### src/brs_pkg.sv
// Shared types, constants and helpers for the bit-vector rank/select engine.
// Used by brs_ctrl, brs_dp and bitvector_rank_select_top; depends on nothing.
package brs_pkg;

    localparam int VAL_W          = 13;
    localparam int OP_W           = 3;
    localparam int MAX_BITS_DEF   = 4096;
    localparam int BLOCK_BITS_DEF = 64;
    localparam int BLK_MAX        = 64;
    localparam int PC_W           = 7;
    localparam int VAL_MAX        = (1 << VAL_W) - 1;

    localparam logic [VAL_W-1:0] LEN_RESET = 13'd4096;

    typedef enum logic [OP_W-1:0] {
        OP_SET     = 3'd0,
        OP_FINISH  = 3'd1,
        OP_RANK1   = 3'd2,
        OP_RANK0   = 3'd3,
        OP_SELECT1 = 3'd4,
        OP_SELECT0 = 3'd5,
        OP_ACCESS  = 3'd6,
        OP_CLEAR   = 3'd7
    } t_op;

    typedef enum logic [2:0] {
        S_IDLE,
        S_PRB_RD,
        S_PRB_PC,
        S_SEL_TEST,
        S_SEL_EVAL,
        S_FIN_RD,
        S_FIN_ACC,
        S_EMIT
    } t_state;

    typedef struct packed {
        logic load;
        logic rd;
        logic rd_fin;
        logic pc;
        logic mid;
        logic eval;
        logic acc;
        logic emit;
        t_op  op;
    } t_dp_cmd;

    typedef struct packed {
        logic sel_bad;
        logic lo_ge_hi;
        logic fin_last;
    } t_dp_stat;

    // SWAR popcount over one 64-bit word, summed bytewise without a multiply
    function automatic logic [PC_W-1:0] popcount64(input logic [BLK_MAX-1:0] x);
        logic [BLK_MAX-1:0] a;
        logic [BLK_MAX-1:0] b;
        logic [BLK_MAX-1:0] c;
        logic [BLK_MAX-1:0] d;
        logic [BLK_MAX-1:0] e;
        logic [BLK_MAX-1:0] f;
        a = x - ((x >> 1) & 64'h5555_5555_5555_5555);
        b = (a & 64'h3333_3333_3333_3333) + ((a >> 2) & 64'h3333_3333_3333_3333);
        c = (b + (b >> 4)) & 64'h0F0F_0F0F_0F0F_0F0F;
        d = c + (c >> 8);
        e = d + (d >> 16);
        f = e + (e >> 32);
        return f[PC_W-1:0];
    endfunction

endpackage

### src/brs_ctrl.sv
// Sequencer for the rank/select engine: one state machine shared by all operations.
// Depends on brs_pkg; drives brs_dp through t_dp_cmd and reads t_dp_stat.
module brs_ctrl
    import brs_pkg::*;
(
    input  logic            i_clk,
    input  logic            i_rst_n,
    input  logic            i_start,
    input  logic [OP_W-1:0] i_op,
    input  t_dp_stat        i_stat,
    output logic            o_busy,
    output t_dp_cmd         o_cmd
);

    t_state r_state;
    t_state n_state;
    t_op    r_op;
    t_op    cur_op;

    assign cur_op = (r_state == S_IDLE) ? t_op'(i_op) : r_op;
    assign o_busy = (r_state != S_IDLE);

    always_ff @(posedge i_clk) begin
        if (!i_rst_n) begin
            r_state <= S_IDLE;
        end else begin
            r_state <= n_state;
        end
    end

    always_ff @(posedge i_clk) begin
        if (r_state == S_IDLE && i_start) begin
            r_op <= t_op'(i_op);
        end
    end

    always_comb begin
        n_state = r_state;
        case (r_state)
            S_IDLE: begin
                if (i_start) begin
                    case (cur_op)
                        OP_SET, OP_RANK1, OP_RANK0, OP_ACCESS: n_state = S_PRB_RD;
                        OP_FINISH:                             n_state = S_FIN_RD;
                        OP_SELECT1, OP_SELECT0:                n_state = S_SEL_TEST;
                        default:                               n_state = S_EMIT;
                    endcase
                end
            end
            S_PRB_RD: begin
                n_state = (r_op inside {OP_SET, OP_ACCESS}) ? S_EMIT : S_PRB_PC;
            end
            S_PRB_PC: begin
                n_state = (r_op inside {OP_RANK1, OP_RANK0}) ? S_EMIT : S_SEL_EVAL;
            end
            S_SEL_TEST: begin
                n_state = (i_stat.sel_bad || i_stat.lo_ge_hi) ? S_EMIT : S_PRB_RD;
            end
            S_SEL_EVAL: n_state = S_SEL_TEST;
            S_FIN_RD:   n_state = S_FIN_ACC;
            S_FIN_ACC:  n_state = i_stat.fin_last ? S_EMIT : S_FIN_RD;
            S_EMIT:     n_state = S_IDLE;
            default:    n_state = S_IDLE;
        endcase
    end

    always_comb begin
        o_cmd    = '0;
        o_cmd.op = cur_op;
        case (r_state)
            S_IDLE:     o_cmd.load = i_start;
            S_PRB_RD:   o_cmd.rd = 1'b1;
            S_PRB_PC:   o_cmd.pc = 1'b1;
            S_SEL_TEST: o_cmd.mid = !(i_stat.sel_bad || i_stat.lo_ge_hi);
            S_SEL_EVAL: o_cmd.eval = 1'b1;
            S_FIN_RD: begin
                o_cmd.rd     = 1'b1;
                o_cmd.rd_fin = 1'b1;
            end
            S_FIN_ACC:  o_cmd.acc = 1'b1;
            S_EMIT:     o_cmd.emit = 1'b1;
            default:    ;
        endcase
    end

endmodule

### config.mk
export PLATFORM = sky130hd
export DESIGN_NAME = brs_ctrl
export DESIGN_NICKNAME = d
export VERILOG_FILES = /design/src/brs_pkg.sv /design/src/brs_ctrl.sv
export SDC_FILE = /design/constraint.sdc
export NUM_CORES = 1
export LEC_CHECK = 0
export ABC_CLOCK_PERIOD_IN_PS = 1600
export BUFFER_PORTS_ARGS = -buffer_cell sky130_fd_sc_hd__clkbuf_2
export CAP_MARGIN = 20
export CORE_AREA = 5 5 42 44
export DETAILED_ROUTE_END_ITERATION = 8
export DIE_AREA = 0 0 47 49
export PLACE_DENSITY = 0.6
export REMOVE_ABC_BUFFERS = 1
export SLEW_MARGIN = 0
export SYNTH_ARGS = -nofsm -noshare
export SYNTH_HDL_FRONTEND = slang
export SYNTH_SLANG_ARGS = --single-unit
### constraint.sdc
create_clock -name i_clk -period 1.6 [get_ports i_clk]
set_input_delay 0.08 -clock i_clk [delete_from_list [all_inputs] [get_ports i_clk]]
set_output_delay 0.08 -clock i_clk [all_outputs]
set_load 0.02 [all_outputs]
## After elaboration in Yosys (flattened, before gate mapping)

Index checks and enable logic that the tools add are counted.

- Word-level logic and storage cells: 47
- Output and inout port bits: 12
- Bits in registers: 6

- Mux-type cells: 16
- Reduce and logical (&&, ||, !) cells: 12
- Eq/ne operators: 17

Operators with widths:

| kind | number |
|---|---|
| 3-bit == test (second input constant) | 8 |
| 3-bit one-hot mux with 8 select lines | 1 |
| 3-bit by 2-bit == test with 1-bit output (second input constant) | 6 |
| 3-bit two-way mux | 4 |
| 3-bit logical NOT | 3 |
| 3-bit one-hot mux with 3 select lines | 1 |
| 1-bit two-way mux | 8 |
| 3-bit by 1-bit == test with 1-bit output (second input constant) | 2 |
| 2-bit two-way mux | 2 |
| 2-bit nonzero test | 2 |
| 2-bit OR reduction | 2 |
| 4-bit OR reduction | 1 |
| 3-bit nonzero test | 1 |
| 2-bit != test (second input constant) | 1 |
| 1-bit logical AND | 1 |
| 1-bit logical NOT | 1 |
| 1-bit logical OR | 1 |

## Logic depth before layout (Yosys ltp)

- Depth after elaboration: 7
- Mapped depth: 4

## Worst setup path after synthesis

Ideal clock, no wire load.

- Path type: register to register
- Start: reg r_state[1]
- End: reg r_op[0], enable pin
- Stages on the path, launching flop included: 3
- Slack: 14 ps
- Setup time: 386 ps
- Arrival time: 1200 ps
- Path buffers: 0
- Path through: dfxtp_1 > nand2b_1 > nor3_1

- Cells in the longest elaborated chain, start to end: 2

RTL lines:

| item | line | source |
|---|---|---|
| start: declaration | brs_ctrl.sv:15 | `t_state r_state;` |
| start signal: assignment | brs_ctrl.sv:27 | `r_state <= n_state;` |
| 3-bit logical NOT | brs_ctrl.sv:32 | `if (r_state == S_IDLE && i_start) begin` |
| 1-bit logical AND | brs_ctrl.sv:32 |  |
| end signal: assignment | brs_ctrl.sv:33 | `r_op <= t_op'(i_op);` |
| end: declaration | brs_ctrl.sv:17 | `t_op r_op;` |

No other way between the ends.
A chain may end at the register's enable or synchronous reset.

==> results.yml <==
worst_setup_path:
  cp_cell_sequence: "nor3_4, mux2_1, clkbuf_2"
  cp-end-kind: "output port"
  cpPeakStageDelay_ns: 0.40
  r2r_end: "r_state[1]"
  reg2reg_from: "r_op[2]"
  startpoint_type: "flop"
  cp.arrival_ns: 1.40
  endpoint: "o_cmd[2]"
  crit_fanout: 7
  crit_type: "flop to output port"
  critPathRequiredTime_ns: 1.52
  r2r_slack_ns: 0.37
  r2r_cells: 3
  startpoint: "r_state[1]"
  slowest_stage: "dfxtp_1"
placed_design:
  port_buffers: 20
  gp_congestion: 0.735
  pre_cts_slack_ns: 0.236
  dpl.hpwl_microns: 851
  dp.cells: 85
clocking:
  cts_buffers: 3
  cts_buffer_depth: 2
  cts_num_sinks: 6
  h-tree-depth: 1
  clkLatencyLatePin_ns: 0.25
  hold_buffers: 0
  cts_tree: "yes"
  clk_pin_slew_ns: 0.05
  clock-root-buffer: "clkbuf_4"
die:
  start_util: 0.321
  num_rows: 14
  io_pins: 21
  die_h_microns: 49
  die_area_sq_um: 2300
  core_sq_um: 1400
  die_x_microns: 47
sta:
  drv_slew: 0
  tightest_slew_ns: 0.335
  setup_viol: 0
  max_freq_mhz: 675
  setup_ws_ns: 0.119
  finalCritPeriodShare: 0.925
  rsz0062_at_grt: "false"
  skew_ns: 0.00182
  period_needed_ns: 1.48
  slew_headroom: 0.776
  fin_setup_tns_ns: 0
  hold_viol: 0
synthesis:
  synth_fa_ha_area_frac: 0
  synth_top_family_by_area: "simple AND/OR/NAND/NOR gates"
  synth_edf_count: 3
  yosys.area_share.simple: 0.339
  syn_inst: 50
  yosysSeqAreaShare: 0.333
  synth_xor_xnor_area_share: 0.0389
  avgSynthCellArea_sq_um: 9.01
  synth_area_sq_um: 450
  synthFlopType: "edfxtp_1"
  muxShareOfSynthArea: 0.0500
  synth_compound_area_frac: 0.178
  synth_seq_cells: 6
  synthDistinctLibCells: 34
  async_reset_ff_frac: 0
  yosysWarningCount: 0
power_and_ir_drop:
  clockPowerShare: 0.143
  vdd_drop_max_v: 0.000720
  p_per_area_nw_per_um2: 1850
  pwr-share-comb: 0.547
  p_sw_frac: 0.473
  internal_power_uw: 586
  switching_power_uw: 526
  p_leak_uw: 0.000279
  seqPwrFrac: 0.310
run:
  cap_violations: 0
min_path:
  hp-class: "primary input to flop"
  hp-start: "i_op[0]"
detailed_routing:
  wl_mm: 1.10
  first_pass_iters: 4
  wire_per_inst_microns: 12.2
  drcViolationCount: 0
  vias: 453
  drt_iter0_markers: 18
  ant_nets: 0
  viasPerCell: 5.03
global_routing:
  grt_overflow_total: 0
  grt_pass1_wl_mm: 1.83
  grt_pass1_vias: 418
  grt_max_degree: 15
  antenna_found_initial: 0
  grt_use_total: 0.110
status:
  outcome: "complete, no violations"
final_layout:
  diodes: 0
  instances_no_fill: 90
  drive_gt1_frac: 0.432
  syn2layout_area_growth_pct: 33.6
  final_net_count: 84
==> per-stage QoR <==
step | area (sq um) | hold slack (ns) | utilization | total power [uW]
2_1_floorplan | 438 | 0.179 | - | 728
3_3_place_gp | 566 | 0.317 | 0.404 | 923
3_5_place_dp | 566 | 0.314 | 0.404 | 930
4_1_cts | 599 | 0.0525 | 0.428 | 1120
5_1_grt | 602 | 0.0591 | 0.429 | 1190
6_report | 602 | 0.0591 | 0.429 | 1110
==> sequential cells by signal (all words and copies together) (netlist names) <==
signal   cells
r_state      3
r_op         3
==> area by class of cell <==
type                            count  area [sq um]
Multi-Input combinational cell     38           273
Clock buffer                        4          26.3
Timing Repair Buffer               22           115
Tap cell                           16          20.0
Fill cell                         157           800
Inverter                            4          15.0
Sequential cell                     6           153
==> worst max-delay path, delay by kind of cell, from the launching register on <==
kind / cells / cell delay, ns
muxes: 1 / 0.34
DFF: 1 / 0.40
and+or+nand+nor: 1 / 0.25
buffers and inverters: 1 / 0.16
==> cell usage after synthesis, types with 2 or more instances <==
library cell / instances / area, sq um
inv_1: 3 / 11.3
nand2_1: 4 / 15.0
dfxtp_1: 3 / 60.1
nor3b_1: 2 / 15.0
mux2_1: 2 / 22.5
edfxtp_1: 3 / 90.1
o21ai_0: 3 / 15.0
nor3_1: 2 / 10.0
nor2_1: 2 / 7.51
nand2b_1: 2 / 12.5
==> placed cells by master, fill, tap and decap left out, drive strengths merged, types with 2 or more instances in the layout <==
| cell | synthesis | layout |
|---|---|---|
| and3b | 2 | 2 |
| nor3 | 3 | 3 |
| dfxtp | 3 | 3 |
| o21ai | 4 | 4 |
| edfxtp | 3 | 3 |
| nor2b | 2 | 2 |
| nand2b | 2 | 2 |
| mux2 | 2 | 2 |
| buf | 2 | 2 |
| inv | 4 | 4 |
| nor3b | 2 | 2 |
| clkbuf | 0 | 24 |
| nand2 | 4 | 4 |
| o211ai | 2 | 2 |
| nor2 | 2 | 2 |
==> power by group through the flow <==
stage / registers, uW / logic (uW) / clock network [uW]
after floorplan: 309 / 419 / 0
after global placement: 337 / 587 / 0
after detailed placement: 341 / 589 / 0
after CTS: 338 / 616 / 165
after global routing: 361 / 660 / 172
final: 345 / 608 / 159
==> how the worst min path moves through the flow <==
stage | endpoint | cells after the start | slack, ns
floorplan | r_op[0] | 0 | 0.18
global placement | r_op[0] | 1 | 0.32
detailed placement | r_op[0] | 1 | 0.31
CTS | r_op[0] | 1 | 0.05
global route | r_op[0] | 1 | 0.06
finish | r_op[0] | 1 | 0.06
==> repair_timing <==
| item | CTS | global route |
|---|---|---|
| gates resized for setup | 0 | 2 |
| endpoints found under the setup margin | 2 | 3 |
| buffers inserted | 1 | 0 |
| pin swaps | 1 | 0 |
==> per-layer routing <==
metal,share of wire,GRT usage,up-vias
met5,0,0,-
met4,0.018,0.0553,0
met3,0.060,0.0443,2
met2,0.47,0.145,16
met1,0.45,0.150,202
li1,-,-,233
==> cells by family after synthesis <==
logic type	count (synthesis)
AND/OR/NAND/NOR	23
AO/OA/AOI/OAI	11
flip-flops	6
buffers and inverters	6
XOR/XNOR	2
multiplexers	2
Power figures use the tool's default switching activity.
